`src/rtl/core/alpfe_pkg.sv`:
```
`timescale 1ns / 1ps
// ----------------------------------------------------------------------------
// alpfe_pkg
// Shared types and constants of the addressable LED PWM frame encoder.
// ----------------------------------------------------------------------------
package alpfe_pkg;

  localparam int unsigned LED_COUNT_DEF = 8;
  localparam int unsigned COLOR_W       = 24;
  localparam int unsigned CODE_W        = 8;
  localparam int unsigned INDEX_W       = 8;
  localparam int unsigned OP_W          = 2;
  localparam int unsigned BITPOS_W      = 5;
  localparam int unsigned CFG_IDX_W     = 1;

  localparam logic [BITPOS_W-1:0] LAST_BIT      = BITPOS_W'(COLOR_W - 1);
  localparam logic [CODE_W-1:0]   ONE_CODE_RST  = 8'd148;
  localparam logic [CODE_W-1:0]   ZERO_CODE_RST = 8'd64;

  localparam logic [OP_W-1:0] OP_SET    = 2'd0;
  localparam logic [OP_W-1:0] OP_TOGGLE = 2'd1;
  localparam logic [OP_W-1:0] OP_START  = 2'd2;
  localparam logic [OP_W-1:0] OP_TICK   = 2'd3;

  localparam logic [CFG_IDX_W-1:0] CFG_ONE_CODE  = 1'd0;
  localparam logic [CFG_IDX_W-1:0] CFG_ZERO_CODE = 1'd1;

  typedef struct packed {
    logic               set;
    logic               toggle;
    logic [INDEX_W-1:0] index;
    logic [COLOR_W-1:0] color;
    logic               blank;
  } store_cmd_t;

  typedef struct packed {
    logic              accepted;
    logic              code_valid;
    logic [CODE_W-1:0] duty_code;
    logic              frame_last;
  } result_t;

endpackage

```
`src/rtl/core/alpfe_if.sv`:
```
`timescale 1ns / 1ps
// ----------------------------------------------------------------------------
// alpfe_in_if / alpfe_out_if
// Valid/ready channels for operations into the encoder and results out of it.
// ----------------------------------------------------------------------------
interface alpfe_in_if;
  logic                                 valid;
  logic                                 ready;
  logic [alpfe_pkg::OP_W-1:0]           operation;
  logic [alpfe_pkg::INDEX_W-1:0]        led_index;
  logic [alpfe_pkg::COLOR_W-1:0]        color;
  logic                                 blank;

  modport source (output valid, operation, led_index, color, blank, input ready);
  modport sink   (input valid, operation, led_index, color, blank, output ready);
endinterface

interface alpfe_out_if;
  logic                                 valid;
  logic                                 ready;
  logic                                 accepted;
  logic                                 code_valid;
  logic [alpfe_pkg::CODE_W-1:0]         duty_code;
  logic                                 frame_last;

  modport source (output valid, accepted, code_valid, duty_code, frame_last, input ready);
  modport sink   (input valid, accepted, code_valid, duty_code, frame_last, output ready);
endinterface

```
`src/rtl/core/addressable_led_pwm_frame_encoder_core.sv`:
```
`timescale 1ns / 1ps
// ----------------------------------------------------------------------------
// addressable_led_pwm_frame_encoder_core
// Keeps per-LED colors and turns a frame into a stream of PWM compare codes.
//
// in_ch carries one operation per transaction: set color, toggle blank,
// start frame or tick. out_ch returns exactly one result per operation:
// accepted, code_valid, duty_code and frame_last. A frame is a leading zero
// code, 24 codes per LED (LED 0 first, color msb first) and a trailing zero
// code flagged frame_last.
// A result appears in the output register the cycle after its operation is
// taken. Throughput is one operation per cycle unless out_ch stalls; the
// color memory is read one tick ahead so back-to-back ticks never wait.
// in_ch.ready is low in reset and otherwise high whenever the output
// register is empty or being drained, so a stall on out_ch holds one result
// and then backs up in_ch. The cfg port writes one_code (index 0) and
// zero_code (index 1); the user must do so only while idle, which the block
// does not enforce. Reset clears the frame state, all colors and blank flags
// to zero and restores the codes to 148 and 64; no clearing pass is needed.
// ----------------------------------------------------------------------------
module addressable_led_pwm_frame_encoder_core #(
  parameter int unsigned LED_COUNT = alpfe_pkg::LED_COUNT_DEF
) (
  input  logic                                 clk,
  input  logic                                 rst_n,
  alpfe_in_if.sink                             in_ch,
  alpfe_out_if.source                          out_ch,
  input  logic                                 cfg_wr_en,
  input  logic [alpfe_pkg::CFG_IDX_W-1:0]      cfg_index,
  input  logic [alpfe_pkg::CODE_W-1:0]         cfg_wdata
);

  localparam int unsigned IDX_W = (LED_COUNT > 1) ? $clog2(LED_COUNT) : 1;

  logic [alpfe_pkg::CODE_W-1:0]  one_code_r, zero_code_r;
  logic                          out_valid_r;
  alpfe_pkg::result_t            res_r;
  alpfe_pkg::result_t            res_nxt;
  alpfe_pkg::store_cmd_t         store_cmd;
  logic                          accept;
  logic [IDX_W-1:0]              rd_addr;
  logic [alpfe_pkg::COLOR_W-1:0] rd_color;
  logic                          rd_blank;

  assign in_ch.ready = rst_n && (!out_valid_r || out_ch.ready);
  assign accept      = in_ch.valid && in_ch.ready;

  always_ff @(posedge clk) begin
    if (!rst_n) begin
      one_code_r  <= alpfe_pkg::ONE_CODE_RST;
      zero_code_r <= alpfe_pkg::ZERO_CODE_RST;
    end else if (cfg_wr_en) begin
      case (cfg_index)
        alpfe_pkg::CFG_ONE_CODE:  one_code_r  <= cfg_wdata;
        alpfe_pkg::CFG_ZERO_CODE: zero_code_r <= cfg_wdata;
        default: ;
      endcase
    end
  end

  alpfe_ctrl #(
    .LED_COUNT (LED_COUNT)
  ) u_ctrl (
    .clk       (clk),
    .rst_n     (rst_n),
    .accept    (accept),
    .operation (in_ch.operation),
    .led_index (in_ch.led_index),
    .color     (in_ch.color),
    .blank     (in_ch.blank),
    .one_code  (one_code_r),
    .zero_code (zero_code_r),
    .rd_color  (rd_color),
    .rd_blank  (rd_blank),
    .rd_addr   (rd_addr),
    .store_cmd (store_cmd),
    .result    (res_nxt)
  );

  alpfe_store #(
    .LED_COUNT (LED_COUNT)
  ) u_store (
    .clk      (clk),
    .rst_n    (rst_n),
    .cmd      (store_cmd),
    .rd_addr  (rd_addr),
    .rd_color (rd_color),
    .rd_blank (rd_blank)
  );

  // output register, loaded on every taken transaction
  always_ff @(posedge clk) begin
    if (!rst_n) begin
      out_valid_r <= 1'b0;
    end else if (accept) begin
      out_valid_r <= 1'b1;
    end else if (out_ch.ready) begin
      out_valid_r <= 1'b0;
    end
  end

  always_ff @(posedge clk) begin
    if (accept) begin
      res_r <= res_nxt;
    end
  end

  assign out_ch.valid      = out_valid_r;
  assign out_ch.accepted   = res_r.accepted;
  assign out_ch.code_valid = res_r.code_valid;
  assign out_ch.duty_code  = res_r.duty_code;
  assign out_ch.frame_last = res_r.frame_last;

endmodule

```
`src/rtl/core/alpfe_store.sv`:
```
`timescale 1ns / 1ps
// ----------------------------------------------------------------------------
// alpfe_store
// Per-LED color memory with per-entry valid bits and a blank flag vector.
// Read data is registered and follows the address in the next cycle.
// ----------------------------------------------------------------------------
module alpfe_store #(
  parameter int unsigned LED_COUNT = alpfe_pkg::LED_COUNT_DEF,
  localparam int unsigned IDX_W    = (LED_COUNT > 1) ? $clog2(LED_COUNT) : 1
) (
  input  logic                              clk,
  input  logic                              rst_n,
  input  alpfe_pkg::store_cmd_t             cmd,
  input  logic [IDX_W-1:0]                  rd_addr,
  output logic [alpfe_pkg::COLOR_W-1:0]     rd_color,
  output logic                              rd_blank
);

  logic [alpfe_pkg::COLOR_W-1:0] color_mem [LED_COUNT];
  logic [LED_COUNT-1:0]          valid_r;
  logic [LED_COUNT-1:0]          blank_r;
  logic [alpfe_pkg::COLOR_W-1:0] rd_color_r;
  logic                          rd_valid_r;
  logic                          rd_blank_r;
  logic [IDX_W-1:0]              wr_addr;

  assign wr_addr = cmd.index[IDX_W-1:0];

  always_ff @(posedge clk) begin
    if (cmd.set) begin
      color_mem[wr_addr] <= cmd.color;
    end
    rd_color_r <= color_mem[rd_addr];
  end

  always_ff @(posedge clk) begin
    if (!rst_n) begin
      valid_r    <= '0;
      blank_r    <= '0;
      rd_valid_r <= 1'b0;
      rd_blank_r <= 1'b0;
    end else begin
      if (cmd.set) begin
        valid_r[wr_addr] <= 1'b1;
        blank_r[wr_addr] <= cmd.blank;
      end else if (cmd.toggle) begin
        blank_r[wr_addr] <= ~blank_r[wr_addr];
      end
      rd_valid_r <= valid_r[rd_addr];
      rd_blank_r <= blank_r[rd_addr];
    end
  end

  // entries never written read as zero color
  assign rd_color = rd_valid_r ? rd_color_r : '0;
  assign rd_blank = rd_blank_r;

endmodule

```
`src/rtl/core/alpfe_ctrl.sv`:
```
`timescale 1ns / 1ps
// ----------------------------------------------------------------------------
// alpfe_ctrl
// Frame sequencer: decodes one operation per transaction, advances the
// frame position and forms the result.
// ----------------------------------------------------------------------------
module alpfe_ctrl #(
  parameter int unsigned LED_COUNT = alpfe_pkg::LED_COUNT_DEF,
  localparam int unsigned IDX_W    = (LED_COUNT > 1) ? $clog2(LED_COUNT) : 1
) (
  input  logic                              clk,
  input  logic                              rst_n,
  input  logic                              accept,
  input  logic [alpfe_pkg::OP_W-1:0]        operation,
  input  logic [alpfe_pkg::INDEX_W-1:0]     led_index,
  input  logic [alpfe_pkg::COLOR_W-1:0]     color,
  input  logic                              blank,
  input  logic [alpfe_pkg::CODE_W-1:0]      one_code,
  input  logic [alpfe_pkg::CODE_W-1:0]      zero_code,
  input  logic [alpfe_pkg::COLOR_W-1:0]     rd_color,
  input  logic                              rd_blank,
  output logic [IDX_W-1:0]                  rd_addr,
  output alpfe_pkg::store_cmd_t             store_cmd,
  output alpfe_pkg::result_t                result
);

  typedef enum logic [1:0] {
    PH_LEAD,
    PH_DATA,
    PH_TRAIL
  } phase_t;

  localparam logic [IDX_W-1:0] LAST_POS = IDX_W'(LED_COUNT - 1);

  phase_t                          phase_r, phase_nxt;
  logic                            active_r, active_nxt;
  logic [IDX_W-1:0]                pos_r, pos_nxt;
  logic [alpfe_pkg::BITPOS_W-1:0]  bit_r, bit_nxt;
  logic                            in_range;
  logic [alpfe_pkg::COLOR_W-1:0]   shifted;

  assign in_range = ({1'b0, led_index} < (alpfe_pkg::INDEX_W + 1)'(LED_COUNT));
  assign shifted  = rd_color << bit_r;

  always_comb begin
    phase_nxt  = phase_r;
    active_nxt = active_r;
    pos_nxt    = pos_r;
    bit_nxt    = bit_r;
    store_cmd  = '0;
    result     = '0;
    store_cmd.index = led_index;
    store_cmd.color = color;
    store_cmd.blank = blank;
    if (accept) begin
      case (operation)
        alpfe_pkg::OP_SET, alpfe_pkg::OP_TOGGLE: begin
          if (!active_r && in_range) begin
            result.accepted  = 1'b1;
            store_cmd.set    = (operation == alpfe_pkg::OP_SET);
            store_cmd.toggle = (operation == alpfe_pkg::OP_TOGGLE);
          end
        end
        alpfe_pkg::OP_START: begin
          if (!active_r) begin
            result.accepted = 1'b1;
            active_nxt      = 1'b1;
            phase_nxt       = PH_LEAD;
            pos_nxt         = '0;
            bit_nxt         = '0;
          end
        end
        default: begin
          // tick
          if (active_r) begin
            result.accepted   = 1'b1;
            result.code_valid = 1'b1;
            case (phase_r)
              PH_LEAD: begin
                phase_nxt = PH_DATA;
                pos_nxt   = '0;
                bit_nxt   = '0;
              end
              PH_DATA: begin
                result.duty_code = (!rd_blank && shifted[alpfe_pkg::COLOR_W-1])
                                   ? one_code : zero_code;
                if (bit_r == alpfe_pkg::LAST_BIT) begin
                  bit_nxt = '0;
                  if (pos_r == LAST_POS) begin
                    pos_nxt   = '0;
                    phase_nxt = PH_TRAIL;
                  end else begin
                    pos_nxt = pos_r + IDX_W'(1);
                  end
                end else begin
                  bit_nxt = bit_r + alpfe_pkg::BITPOS_W'(1);
                end
              end
              default: begin
                result.frame_last = 1'b1;
                active_nxt        = 1'b0;
                phase_nxt         = PH_LEAD;
                pos_nxt           = '0;
                bit_nxt           = '0;
              end
            endcase
          end
        end
      endcase
    end
  end

  // prefetch the color of the LED that the next tick will send
  assign rd_addr = pos_nxt;

  always_ff @(posedge clk) begin
    if (!rst_n) begin
      phase_r  <= PH_LEAD;
      active_r <= 1'b0;
      pos_r    <= '0;
      bit_r    <= '0;
    end else begin
      phase_r  <= phase_nxt;
      active_r <= active_nxt;
      pos_r    <= pos_nxt;
      bit_r    <= bit_nxt;
    end
  end

endmodule
```
`src/flat_wrapper.sv`:
```
// flat-port wrapper written by rule: the top's interface ports become plain ports
module addressable_led_pwm_frame_encoder_core_flat 
#(
  parameter int unsigned LED_COUNT = alpfe_pkg::LED_COUNT_DEF
)
  (clk, rst_n, cfg_wr_en, cfg_index, cfg_wdata, in_ch_valid, in_ch_operation, in_ch_led_index, in_ch_color, in_ch_blank, in_ch_ready, out_ch_valid, out_ch_accepted, out_ch_code_valid, out_ch_duty_code, out_ch_frame_last, out_ch_ready);
  alpfe_in_if in_ch_i ();
  alpfe_out_if out_ch_i ();
  input  logic clk;
  input  logic rst_n;
  input  logic cfg_wr_en;
  input  logic [alpfe_pkg::CFG_IDX_W-1:0] cfg_index;
  input  logic [alpfe_pkg::CODE_W-1:0] cfg_wdata;
  input wire logic [$bits(in_ch_i.valid)-1:0] in_ch_valid;
  input wire logic [$bits(in_ch_i.operation)-1:0] in_ch_operation;
  input wire logic [$bits(in_ch_i.led_index)-1:0] in_ch_led_index;
  input wire logic [$bits(in_ch_i.color)-1:0] in_ch_color;
  input wire logic [$bits(in_ch_i.blank)-1:0] in_ch_blank;
  output wire logic [$bits(in_ch_i.ready)-1:0] in_ch_ready;
  output wire logic [$bits(out_ch_i.valid)-1:0] out_ch_valid;
  output wire logic [$bits(out_ch_i.accepted)-1:0] out_ch_accepted;
  output wire logic [$bits(out_ch_i.code_valid)-1:0] out_ch_code_valid;
  output wire logic [$bits(out_ch_i.duty_code)-1:0] out_ch_duty_code;
  output wire logic [$bits(out_ch_i.frame_last)-1:0] out_ch_frame_last;
  input wire logic [$bits(out_ch_i.ready)-1:0] out_ch_ready;
  assign in_ch_i.valid = in_ch_valid;
  assign in_ch_i.operation = in_ch_operation;
  assign in_ch_i.led_index = in_ch_led_index;
  assign in_ch_i.color = in_ch_color;
  assign in_ch_i.blank = in_ch_blank;
  assign in_ch_ready = in_ch_i.ready;
  assign out_ch_valid = out_ch_i.valid;
  assign out_ch_accepted = out_ch_i.accepted;
  assign out_ch_code_valid = out_ch_i.code_valid;
  assign out_ch_duty_code = out_ch_i.duty_code;
  assign out_ch_frame_last = out_ch_i.frame_last;
  assign out_ch_i.ready = out_ch_ready;
  addressable_led_pwm_frame_encoder_core #(.LED_COUNT(LED_COUNT)) u_core (.clk(clk), .rst_n(rst_n), .in_ch(in_ch_i), .out_ch(out_ch_i), .cfg_wr_en(cfg_wr_en), .cfg_index(cfg_index), .cfg_wdata(cfg_wdata));
endmodule
```
`config.mk`:
```
export PLATFORM = sky130hd
export DESIGN_NAME = addressable_led_pwm_frame_encoder_core_flat
export DESIGN_NICKNAME = d
export VERILOG_FILES = /design/src/rtl/core/alpfe_pkg.sv /design/src/rtl/core/alpfe_if.sv /design/src/rtl/core/addressable_led_pwm_frame_encoder_core.sv /design/src/rtl/core/alpfe_store.sv /design/src/rtl/core/alpfe_ctrl.sv /design/src/flat_wrapper.sv
export SDC_FILE = /design/constraint.sdc
export NUM_CORES = 1
export LEC_CHECK = 0
export BUFFER_PORTS_ARGS = -buffer_cell sky130_fd_sc_hd__buf_2
export CAP_MARGIN = 15
export CORE_MARGIN = 1
export CORE_UTILIZATION = 32
export DETAILED_ROUTE_END_ITERATION = 8
export PLACE_DENSITY = 0.45
export SYNTH_ARGS = -nofsm -noshare
export SYNTH_HDL_FRONTEND = slang
export SYNTH_SLANG_ARGS = --single-unit
```
`constraint.sdc`:
```
create_clock -name clk -period 5.78 [get_ports clk]
set_input_delay 1.734 -clock clk [delete_from_list [all_inputs] [get_ports clk]]
set_output_delay 1.734 -clock clk [all_outputs]
set_load 0.05 [all_outputs]
```
======== Word level (Yosys, flattened, before mapping) ========
Memories as Yosys holds them, arrays and structs flattened. A register that Yosys moved wholly into a read port is not among the register bits.
Index checks and enable logic that the tools add are counted.
word-level totals
  bits in registers ....................... 57
  RAM bits ................................ 192
  input port bits ......................... 49
  output and inout port bits .............. 13
  logic and storage cells ................. 109
  memories kept ........................... 1
cells by class
  $add $sub $neg .......................... 2
  $lt $le $gt $ge ......................... 4
  eq/ne operators ......................... 8
  shift-type cells ........................ 1
  muxes and demuxes ....................... 48
  bitwise gates (word level) .............. 6
  reduce and logical (&&, ||, !) cells .... 24
memory list
  memory                    words  width  rd ports  clocked after Yosys merged registers in  wr ports  line               text
  u_core.u_store.color_mem  8      24     1         1                                        1         alpfe_store.sv:19  logic [alpfe_pkg::COLOR_W-1:0] color_mem [LED_COUNT];
operator list
  kind                                                        count
  2-to-1 mux 8 bit                                            4
  2-to-1 mux 24 bit                                           1
  << shifter 24 x 5 -> 24 bit                                 1
  2-to-1 mux 5 bit                                            4
  2-to-1 mux 3 bit                                            6
  bitwise mux 8 bit                                           2
  2-to-1 mux 2 bit                                            7
  2-to-1 mux 1 bit                                            13
  2-to-1 mux 11 bit                                           1
  one-hot mux 5 bit (2 select lines)                          1
  binary-select mux 1 bit (select 3 bit)                      3
  less-than comparator 3 x 4 -> 1 bit, second input constant  2
  less-than comparator 8 x 4 -> 1 bit, second input constant  1
  OR 8 bit                                                    1
  one-hot mux 2 bit (2 select lines)                          2
  != test 3 bit, second input constant                        2
  one-hot mux 3 bit (2 select lines)                          1
  AND reduction 2 bit                                         3
  AND reduction 6 bit                                         1
  nonzero test 2 bit                                          3
  adder 5 x 1 -> 5 bit, second input constant                 1
  equality test 5 bit, second input constant                  1
  logical AND 1 bit                                           5
  NOT 1 bit                                                   5
  other kinds (16)                                            22

======== Logic depth before layout (Yosys ltp) ========
Gate-level depths: netlist of the first run.
  depth after elaboration ................. 9
  mapped depth ............................ 12

======== By module ========
A second synthesis of the first run with hierarchy kept.
second synthesis, totals
  cell total of the unflattened synthesis .. 678
  area total of the unflattened synthesis .. 11294.6 um^2
by module, submodules not included
  module                                  times used  cells an instance  area each (um^2)
  alpfe_store                             1           424                8932.3
  alpfe_ctrl                              1           167                1320.0
  addressable_led_pwm_frame_encoder_core  1           87                 1042.2

======== Worst setup path after synthesis of the first run ========
No wires, ideal clock.
  path kind ............................... input to register
  from .................................... in in_ch_led_index[5]
  to ...................................... mem u_core.u_store.color_mem[7][0] (netlist bit) (enable)
  setup time .............................. 0.406 ns
  data arrival time ....................... 3.786 ns
  setup slack ............................. 1.588 ns
  stages .................................. 4
  cells stage by stage .................... or4_1 nor3_1 nand3_1 nor2_1
between the ends
  longest elaborated chain between the ends .. 7
RTL lines
  element                                 line                text
  start: declaration                      flat_wrapper.sv:16  input wire logic [$bits(in_ch_i.led_index)-1:0] in_ch_led_index;
  less-than comparator 8 x 4 -> 1 bit     alpfe_ctrl.sv:42    assign in_range = ({1'b0, led_index} < (alpfe_pkg::INDEX_W + 1)'(LED_COUNT));
  logical AND 1 bit                       alpfe_ctrl.sv:58    if (!active_r && in_range) begin
  2-to-1 mux 2 bit                        alpfe_ctrl.sv:58
  2-to-1 mux 2 bit                        alpfe_ctrl.sv:56    case (operation)
  2-to-1 mux 2 bit                        alpfe_ctrl.sv:55    if (accept) begin
  2-to-1 mux 1 bit                        alpfe_store.sv:30   if (cmd.set) begin
  2-to-1 mux 1 bit (not written as such)  alpfe_store.sv:31   color_mem[wr_addr] <= cmd.color;
  end: declaration                        alpfe_store.sv:19
No other way between the ends.

======== Worst setup path in the final report of the first run ========
  from .................................... in rst_n
  to ...................................... out in_ch_ready
between the ends
  longest elaborated chain between the ends .. 1
RTL lines
  element             line                                          text
  start: declaration  flat_wrapper.sv:10                            input logic rst_n;
  logical AND 1 bit   addressable_led_pwm_frame_encoder_core.sv:45  assign in_ch.ready = rst_n && (!out_valid_r || out_ch.ready);
  end: declaration    flat_wrapper.sv:19                            output wire logic [$bits(in_ch_i.ready)-1:0] in_ch_ready;
No other way between the ends.

==> results.ini, run 1 <==
[hold_path]
holdPathEnd=u_core.zero_code_r[5]
worstHoldStart=u_core.zero_code_r[5]
hp-class=register to register
hold_depth=2

[clocking]
tritoncts=yes
cts_setup_buffers=0
h-tree-depth=1
cts_resized=0
cts_hold_buf=0
root_buffer=clkbuf_16
cts_inserted_buffers=30
cts.path.max_buffers=3
clk_latency_ps=550
path_clk_slew_ps=60
cts.sink_count=273

[die]
fp.dieW_um=187
rows=67
initial_core_util_pct=32.6
die_h_um=187
core_um2=33700
die-area_um2=35100
io_pins=62

[timing]
worst_slack_ps=1550
slew_viol_final=0
relSlewSlack_pct=34.2
hold_ws_ps=454
fmax_mhz=237
fin_setup_tns_ps=0
period_minus_slack_ps=4230
tightestPinTransition_ps=986
hold_viol_final=0
skew_ps=8.59
setup_violations=0
finalCritPeriodShare_pct=73.1
rsz0062_at_grt=false

[place]
placed_cells=1201
dp_slack_ps=1320
place_hpwl_um=13700
numPortBuffers=61
gp_congestion=0.767

[pwr]
finalPower_w=0.00402
peakVddDrop_v=0.000209
power_density_nw_per_um2=314
p_leak_nw=5.40

[setup_path]
path_delay_family=buffers and inverters
crit_chain=buf_2 -> and2_1 -> buf_2
reg2reg_to=u_core.u_store.rd_color_r[15]
cp_common_cell=buf_2
cp_max_fo=17
cp-start-kind=primary input
critical-path-slowest-cell=buf_2
cp.arrival_ps=2490
crit_type=primary input to primary output
rrSetupSlack_ps=2310
rr_worst_depth=9
crit_path_end_kind=primary output
slowest_delay_ps=320
critPathBufInv=2
cp.required_ps=4050
reg2reg_from=u_core.u_ctrl.bit_r[1]

[final_layout]
layout-drive-gt1-share_pct=21.3
nNetsFinal=841
num-fill-cells=3194
final_cells=1258
area_growth_pct=16.5

[logic_synthesis]
ys_types=52
synth_seq_cells=273
yosys_warnings=0
synth_area_leaders=edfxtp_1, mux2i_1, dfxtp_1, mux2_2, nor2_1
synthFlopType=edfxtp_1
post-synth-top-count-cell=edfxtp_1
synth_top_area_share_pct=55.5
syn_area_per_cell_um2=15.4
ys_top_cells_by_count=edfxtp_1, mux2i_1, dfxtp_1, nor2_1, nand2_1
synth_edf_count=203
yosysSeqAreaShare_pct=68.2
synth_cells=715
syn-cell-area_um2=11000
synth_area_leader_cell=edfxtp_1
synth_nets=771
async_flop_share_pct=0

[global_route]
grt_max_degree=62
grt_pass1_vias=6246
grt_first_pass_wirelength_um=36600
grt_usage_pct=13.5
antenna_found_initial=3
grt-ovfl-total=0

[route]
drtIter0Drc=252
vias_per_cell=4.72
antenna_left=0
via_count=5936
wl_per_cell_um=18.6
drtPass1Iterations=4
drc=0
finalWirelength_um=23400

[outcome]
status=finished clean

[flow_run]
max_cap_viol_count=0

-- worst max-delay path by stage --
stage | from | end | cells after the start
6_report | rst_n | in_ch_ready | 3
5_1_grt | rst_n | in_ch_ready | 3
4_1_cts | rst_n | in_ch_ready | 3
3_5_place_dp | rst_n | u_core.u_store.color_mem[2][11] | 6
3_3_place_gp | in_ch_operation[0] | u_core.u_store.rd_color_r[22] | 11
2_1_floorplan | in_ch_led_index[5] | u_core.u_store.color_mem[7][0] | 4
-- cell usage in the layout (no fill, tap or decap), types with 8 or more instances in the layout --
master / instances
clkbuf_1: 12
o221a_1: 8
nor2_1: 45
buf_4: 14
nand2_1: 32
mux2i_1: 168
nor2_2: 8
buf_2: 61
dfxtp_1: 70
clkbuf_16: 31
edfxtp_1: 203
mux2_2: 25
a21oi_1: 17
nand3_1: 22
-- per-layer routing --
layer,part of all wire (%),wire length (um),global-route usage [%]
met5,0.094,22,0
met4,1.9,435,3.47
met3,4.2,980,2.53
met2,49,11400,23.8
met1,45,10600,17.0
-- sequential cells by signal, indices dropped and copies added, names as in the netlist, 2 cells and up --
register                   flops
u_core.u_ctrl.phase_r          2
u_core.one_code_r              8
u_core.out_ch.duty_code        8
u_core.u_ctrl.bit_r            5
u_core.u_store.color_mem     192
u_core.u_ctrl.pos_r            3
u_core.u_store.valid_r         8
u_core.u_store.rd_color_r     24
u_core.u_store.blank_r         8
u_core.zero_code_r             8
-- stage by stage --
stage	utilization, %	cell area, um^2
CTS	38.0	12800
detailed placement	35.1	11800
global placement	35.1	11800
floorplan	-	11000
finish	38.0	12800
global route	38.0	12800
-- where the power goes --
group / switching, W / internal (W)
combinational: 0.0000669 / 0.0000283
sequential: 0.00000561 / 0.00211
clock: 0.000733 / 0.00107
-- final cells by class --
| type | instances | area (um^2) | share of cell area [%] |
|---|---|---|---|
| Sequential cell | 273 | 7500 | 58.6 |
| Multi-Input combinational cell | 394 | 3300 | 25.8 |
| Clock buffer | 50 | 917 | 7.17 |
| Tap cell | 448 | 561 | 4.38 |
| Timing Repair Buffer | 77 | 450 | 3.52 |
| Clock inverter | 6 | 38.8 | 0.303 |
| Inverter | 9 | 33.8 | 0.264 |
| Antenna cell | 1 | 2.50 | 0.0196 |
-- tightest hold or removal path: stages, from the launching register on --
cell and delay (ps):
dfxtp_1 310, nand2_1 50, a21oi_1 50
-- kinds of logic after synthesis --
| logic type | count (synthesis) | share of synthesized area (%) |
|---|---|---|
| flip-flops | 273 | 68.2 |
| adder cells (fa/ha/maj) | 7 | 0.797 |
| AO/OA/AOI/OAI | 45 | 3.20 |
| buffers and inverters | 48 | 2.33 |
| multiplexers | 199 | 19.1 |
| XOR/XNOR | 4 | 0.319 |
| AND/OR/NAND/NOR | 139 | 6.02 |
Note: power is estimated with default switching activity, not from simulation.
==> run 2: changes to the inputs <==
Settings changed: ABC_AREA from default to 1.
Clock period 5.78 ns to 4.2 ns, I/O delays scaled along.
==> results.ini, run 2 <==
[final_layout]
n_antenna_cell=0  ; -1
area_growth_pct=15.7
layout-drive-gt1-share_pct=10.8  ; -10 points
top_register=u_core.u_store.color_mem
largest_register_ffs=192  ; unchanged
multiInputGateArea_um2=3350  ; +1.8%
nNetsFinal=1425  ; +69%
num-fill-cells=3710  ; +16%
final_common_cell=nand2_1
reg_top3=u_core.u_store.color_mem x192, u_core.u_store.rd_color_r x24
final_cells=1861  ; +48%
mostFrequentLayoutCells=nand2_1, inv_1, nand3_1, edfxtp_1, nor2_1
regArea_um2=7500  ; unchanged

[setup_path]
cp.arrival_ps=2040  ; -450 ps
startpoint=rst_n
cp_max_fo=30  ; +13
crit_type=primary input to primary output
cp-start-kind=primary input
cp.required_ps=2940  ; -1110 ps
crit_path_end_kind=primary output
reg2reg_from=u_core.u_ctrl.bit_r[1]

[logic_synthesis]
synth_area_leaders=edfxtp_1, dfxtp_1, nand3_1, nand2_1, inv_1
synthFlopType=edfxtp_1
post-synth-top-count-cell=nand2_1
ys_types=30  ; -42%
synth_nets=1362  ; +77%
syn_area_per_cell_um2=9.22  ; -40%
yosysSeqAreaShare_pct=62.3  ; -6.0 points
synth_cells=1306  ; +83%
syn-cell-area_um2=12000  ; +9.6%
synth_seq_cells=273  ; unchanged
synth_edf_count=203  ; unchanged
ys_top_cells_by_count=nand2_1, inv_1, nand3_1, edfxtp_1, nor2_1
synth_top_area_share_pct=50.6  ; -4.8 points
synth_area_leader_cell=edfxtp_1
async_flop_share_pct=0  ; unchanged
yosys_warnings=0  ; unchanged

[place]
placed_cells=1805  ; +50%
dp_slack_ps=829  ; -489 ps
place_hpwl_um=16400  ; +19%
numPortBuffers=61  ; unchanged
gp_congestion=0.771  ; +0.56%

[timing]
tightestPinTransition_ps=1120  ; +135 ps
fin_setup_tns_ps=0  ; unchanged
period_minus_slack_ps=3300
finalCritPeriodShare_pct=78.6
worst_slack_ps=897  ; -658 ps
slew_viol_final=0  ; unchanged
fmax_mhz=303
relSlewSlack_pct=25.0  ; -9.2 points
setup_violations=0  ; unchanged
skew_ps=7.59  ; -1.01 ps
rsz0062_at_grt=false
hold_viol_final=0  ; unchanged

[global_route]
antenna_found_initial=2  ; -1
grt_first_pass_wirelength_um=46400  ; +27%
grt-ovfl-total=0  ; unchanged
grt_pass1_vias=8053  ; +29%
grt_max_degree=105  ; +69%
grt_usage_pct=15.7  ; +2.2 points

[pwr]
power_density_nw_per_um2=408  ; +30%
p_leak_nw=6.09  ; +13%
peakVddDrop_v=0.000275  ; +31%

[route]
drtPass1Iterations=8  ; +4
drc=0  ; unchanged
antenna_left=0  ; unchanged
finalWirelength_um=29500  ; +26%
drtIter0Drc=507  ; +100%
via_count=8429  ; +42%
wl_per_cell_um=15.9  ; -15%
vias_per_cell=4.53  ; -4.0%

[outcome]
status=finished clean

[flow_run]
max_cap_viol_count=0  ; unchanged

[die]
core_um2=36800  ; +9.2%
rows=70  ; +4.5%
io_pins=62  ; unchanged
die_h_um=196  ; +4.6%
die-area_um2=38400  ; +9.5%
initial_core_util_pct=32.7  ; +0.13 points
fp.dieW_um=196  ; +4.6%

[clocking]
tritoncts=yes
path_clk_slew_ps=50  ; about the same
cts_inserted_buffers=30  ; unchanged
cts_hold_buf=0  ; unchanged
root_buffer=clkbuf_16
cts_setup_buffers=0  ; unchanged
cts_resized=0  ; unchanged
h-tree-depth=1  ; unchanged
clk_latency_ps=560  ; about the same
cts.sink_count=273  ; unchanged
cts.path.max_buffers=3  ; unchanged

[hold_path]
worstHoldStart=u_core.one_code_r[7]
hp-class=register to register

[run 2: metal layers]
| layer | part of all wire [%] | vias up | global-route usage [%] |
|---|---|---|---|
| met5 | 0.091 | - | 0 |
| li1 | - | 4324 | - |
| met1 | 46 | 3925 | 20.2 |
| met2 | 49 | 132 | 27.3 |
| met4 | 1.9 | 4 | 4.60 |
| met3 | 3.6 | 44 | 2.42 |
[run 2: worst paths after layout]
kind / endpoint / slack, ps / depth (start not counted)
worst max-delay path: in_ch_ready / 900 / 5
worst min-delay path: u_core.one_code_r[7] / 440 / 2
worst max register to register: u_core.u_store.rd_color_r[4] / 1500 / 12
worst min register to register: u_core.one_code_r[7] / 440 / 2
[run 2: cell type report]
cell class / count / share of cell area (%)
clock buffers: 43 / 6.04
repair buffers: 87 / 4.13
flip-flops and latches: 273 / 53.8
well taps: 468 / 4.20
inverters: 251 / 6.76
multi-input cells: 726 / 24.1
clock inverters: 13 / 0.970
[run 2: report_power, final]
part	internal [W]	total (W)	switching [W]	leakage [nW]
clock	0.00156	0.00260	0.00104	0.472
sequential	0.00291	0.00292	0.00000758	2.41
combinational	0.0000438	0.000159	0.000115	3.21
total	0.00452	0.00568	0.00116	6.09
[run 2: logic make-up (layout without fill, tap and decap cells)]
group	Yosys count	in the layout	synth area share [%]
AO/OA/AOI/OAI	65	65	2.98
XOR/XNOR	1	1	0.0728
adder cells (fa/ha/maj)	7	7	0.727
buffers and inverters	307	394	10.4
flip-flops	273	273	62.3
AND/OR/NAND/NOR	653	653	23.5
[run 2: metrics by stage]
step                      area [um^2]  hold slack (ps)  total power, W  util (%)
final                           13900              445         0.00568      37.9
after CTS                       13900              450         0.00577      37.9
after global routing            13900              492         0.00588      37.9
after floorplan                 12000              420         0.00305         -
after global placement          13000              432         0.00313      35.2
after detailed placement        13000              437         0.00313      35.2
[run 2: critical path, cell delays in order]
cell and delay, ps:
buf_2 100, buf_4 300, nand2_1 90, inv_1 50, buf_2 250
==> run 3: changes to the inputs <==
Clock period 4.2 ns to 3.1 ns, I/O delays scaled along.
==> results.ini, run 3 (same netlist as run 2, synthesis figures left out) <==
[clocking]
tritoncts=yes
cts_inserted_buffers=30  ; unchanged
cts_resized=0  ; unchanged
root_buffer=clkbuf_16
cts.sink_count=273  ; unchanged
cts_setup_buffers=0  ; unchanged
cts_hold_buf=0  ; unchanged
cts.path.max_buffers=3  ; unchanged
path_clk_slew_ps=60  ; about the same
clk_latency_ps=560  ; about the same
h-tree-depth=1  ; unchanged

[timing]
hold_ws_ps=447  ; +2.70 ps
skew_ps=16.6  ; +9.06 ps
hold_viol_final=0  ; unchanged
rsz0062_at_grt=false
period_minus_slack_ps=2430
slew_viol_final=0  ; unchanged
setup_violations=0  ; unchanged
relSlewSlack_pct=30.9  ; +5.9 points
finalCritPeriodShare_pct=78.4
tightestPinTransition_ps=1030  ; -88.8 ps
fmax_mhz=411

[hold_path]
hp-class=register to register
hold_depth=2  ; unchanged
holdPathEnd=u_core.one_code_r[4]
worstHoldStart=u_core.one_code_r[4]

[setup_path]
reg2reg_to=u_core.u_store.rd_color_r[6]
cp-start-kind=primary input
cp.required_ps=2170  ; -770 ps
crit_type=primary input to primary output
rrSetupSlack_ps=760  ; -740 ps
cp.arrival_ps=1500  ; -540 ps
rr_worst_depth=12  ; unchanged
path_delay_family=buffers and inverters
crit_path_end_kind=primary output
reg2reg_from=u_core.u_ctrl.bit_r[0]
critical-path-slowest-cell=buf_2
cp_max_fo=3  ; -90%
critPathBufInv=4  ; unchanged
crit_chain=buf_2 -> inv_1 -> nand2_1 -> nand2_1 -> inv_1 -> buf_2
slowest_delay_ps=250  ; -50 ps

[route]
finalWirelength_um=29500  ; about the same
drtPass1Iterations=4  ; -4
vias_per_cell=4.55  ; +0.36%
via_count=8500  ; +0.84%
antenna_left=0  ; unchanged
wl_per_cell_um=15.8  ; -0.49%
drtIter0Drc=447  ; -12%
drc=0  ; unchanged

[pwr]
comb_power_share_pct=2.8  ; about the same
clockPowerShare_pct=46.1  ; +0.2 points
p_switching_w=0.00159  ; +37%
peakVddDrop_v=0.000388  ; +41%
netSwitchingFraction_pct=20.6  ; +0.096 points
p_int_w=0.00614  ; +36%
power_frac_seq_pct=51.0  ; -0.3 points
power_density_nw_per_um2=547  ; +34%
finalPower_w=0.00774  ; +36%
p_leak_nw=6.19  ; +1.7%

[die]
core_um2=36800  ; unchanged
initial_core_util_pct=32.7  ; unchanged
die-area_um2=38400  ; unchanged
io_pins=62  ; unchanged
rows=70  ; unchanged
die_h_um=196  ; unchanged
fp.dieW_um=196  ; unchanged

[global_route]
grt_pass1_vias=8340  ; +3.6%
antenna_found_initial=1  ; -1
grt-ovfl-total=0  ; unchanged
grt_first_pass_wirelength_um=47100  ; +1.5%
grt_max_degree=69  ; -34%
grt_usage_pct=15.7  ; about the same

[final_layout]
reg_top3=u_core.u_store.color_mem x192, u_core.u_store.rd_color_r x24
final_cells=1870  ; +0.48%
largest_register_ffs=192  ; unchanged
mostFrequentLayoutCells=nand2_1, inv_1, nand3_1, edfxtp_1, nor2_1
n_antenna_cell=0  ; unchanged
final_common_cell=nand2_1
final_area_um2=14200  ; +1.6%
layout-drive-gt1-share_pct=11.7  ; +0.86 points
area_growth_pct=17.6
nNetsFinal=1434  ; +0.63%
top_register=u_core.u_store.color_mem

[place]
place_hpwl_um=16800  ; +3.0%
numPortBuffers=61  ; unchanged
gp_congestion=0.760  ; -1.5%
placed_cells=1814  ; +0.50%
postPlaceCellArea_um2=13200  ; +1.6%

[outcome]
status=finished clean

[flow_run]
max_cap_viol_count=0  ; unchanged

run 3: cell types whose count changed in the layout (fill, tap and decap cells not counted), sizes merged:
cell	delta
buf	+9
clkbuf	+2
bufinv	-1
clkinvlp	-1
run 3: metal layers:
| metal | vias to the layer above | global-route usage, % | wire [um] |
|---|---|---|---|
| met5 | - | 0 | 11 |
| li1 | 4340 | - | - |
| met1 | 3985 | 21.1 | 13800 |
| met2 | 135 | 26.7 | 14100 |
| met4 | 2 | 3.53 | 460 |
| met3 | 38 | 2.34 | 1150 |
run 3: worst max-delay path by stage:
stage,from,end,slack (ps),cells past startpoint
global route,u_core.u_ctrl.bit_r[0],u_core.u_store.rd_color_r[6],570,12
finish,out_ch_ready,in_ch_ready,670,6
CTS,out_ch_ready,in_ch_ready,670,6
detailed placement,in_ch_operation[0],u_core.u_store.rd_color_r[8],310,16
global placement,in_ch_operation[0],u_core.u_store.rd_color_r[11],330,16
floorplan,out_ch_ready,u_core.u_store.color_mem[0][0],-160,6
run 3: final cells by class:
type	instances	area (um^2)
clock buffers	45	891
clock inverters	11	103
fillers	3768	22600
inverters	251	942
multi-input cells	726	3350
flip-flops and latches	273	7500
well taps	468	586
repair buffers	96	781
run 3: stage by stage:
stage | setup slack, ps | setup TNS [ps] | util, %
finish | 668 | 0 | 38.5
global route | 567 | 0 | 38.5
CTS | 666 | 0 | 38.5
detailed placement | 309 | 0 | 35.8
global placement | 327 | 0 | 35.8
floorplan | -162 | -31130 | -
run 3: power groups by stage:
stage | logic (W) | registers, W | clock network, W
3_3_place_gp | 0.000222 | 0.00403 | 0
2_1_floorplan | 0.0000900 | 0.00405 | 0
6_report | 0.000220 | 0.00395 | 0.00357
5_1_grt | 0.000247 | 0.00395 | 0.00380
4_1_cts | 0.000225 | 0.00395 | 0.00367
3_5_place_dp | 0.000224 | 0.00403 | 0
run 3: worst reg2reg max path, stage by stage (launching register included):
cell and delay, ps:
dfxtp_1 520, ha_1 270, nand2_1 100, inv_2 90, nand3_2 100, o21bai_1 190, nand3_2 150, inv_2 260
buf_12 220, nand3_1 110, nand2_1 70, nand2_1 50, nand2_1 130
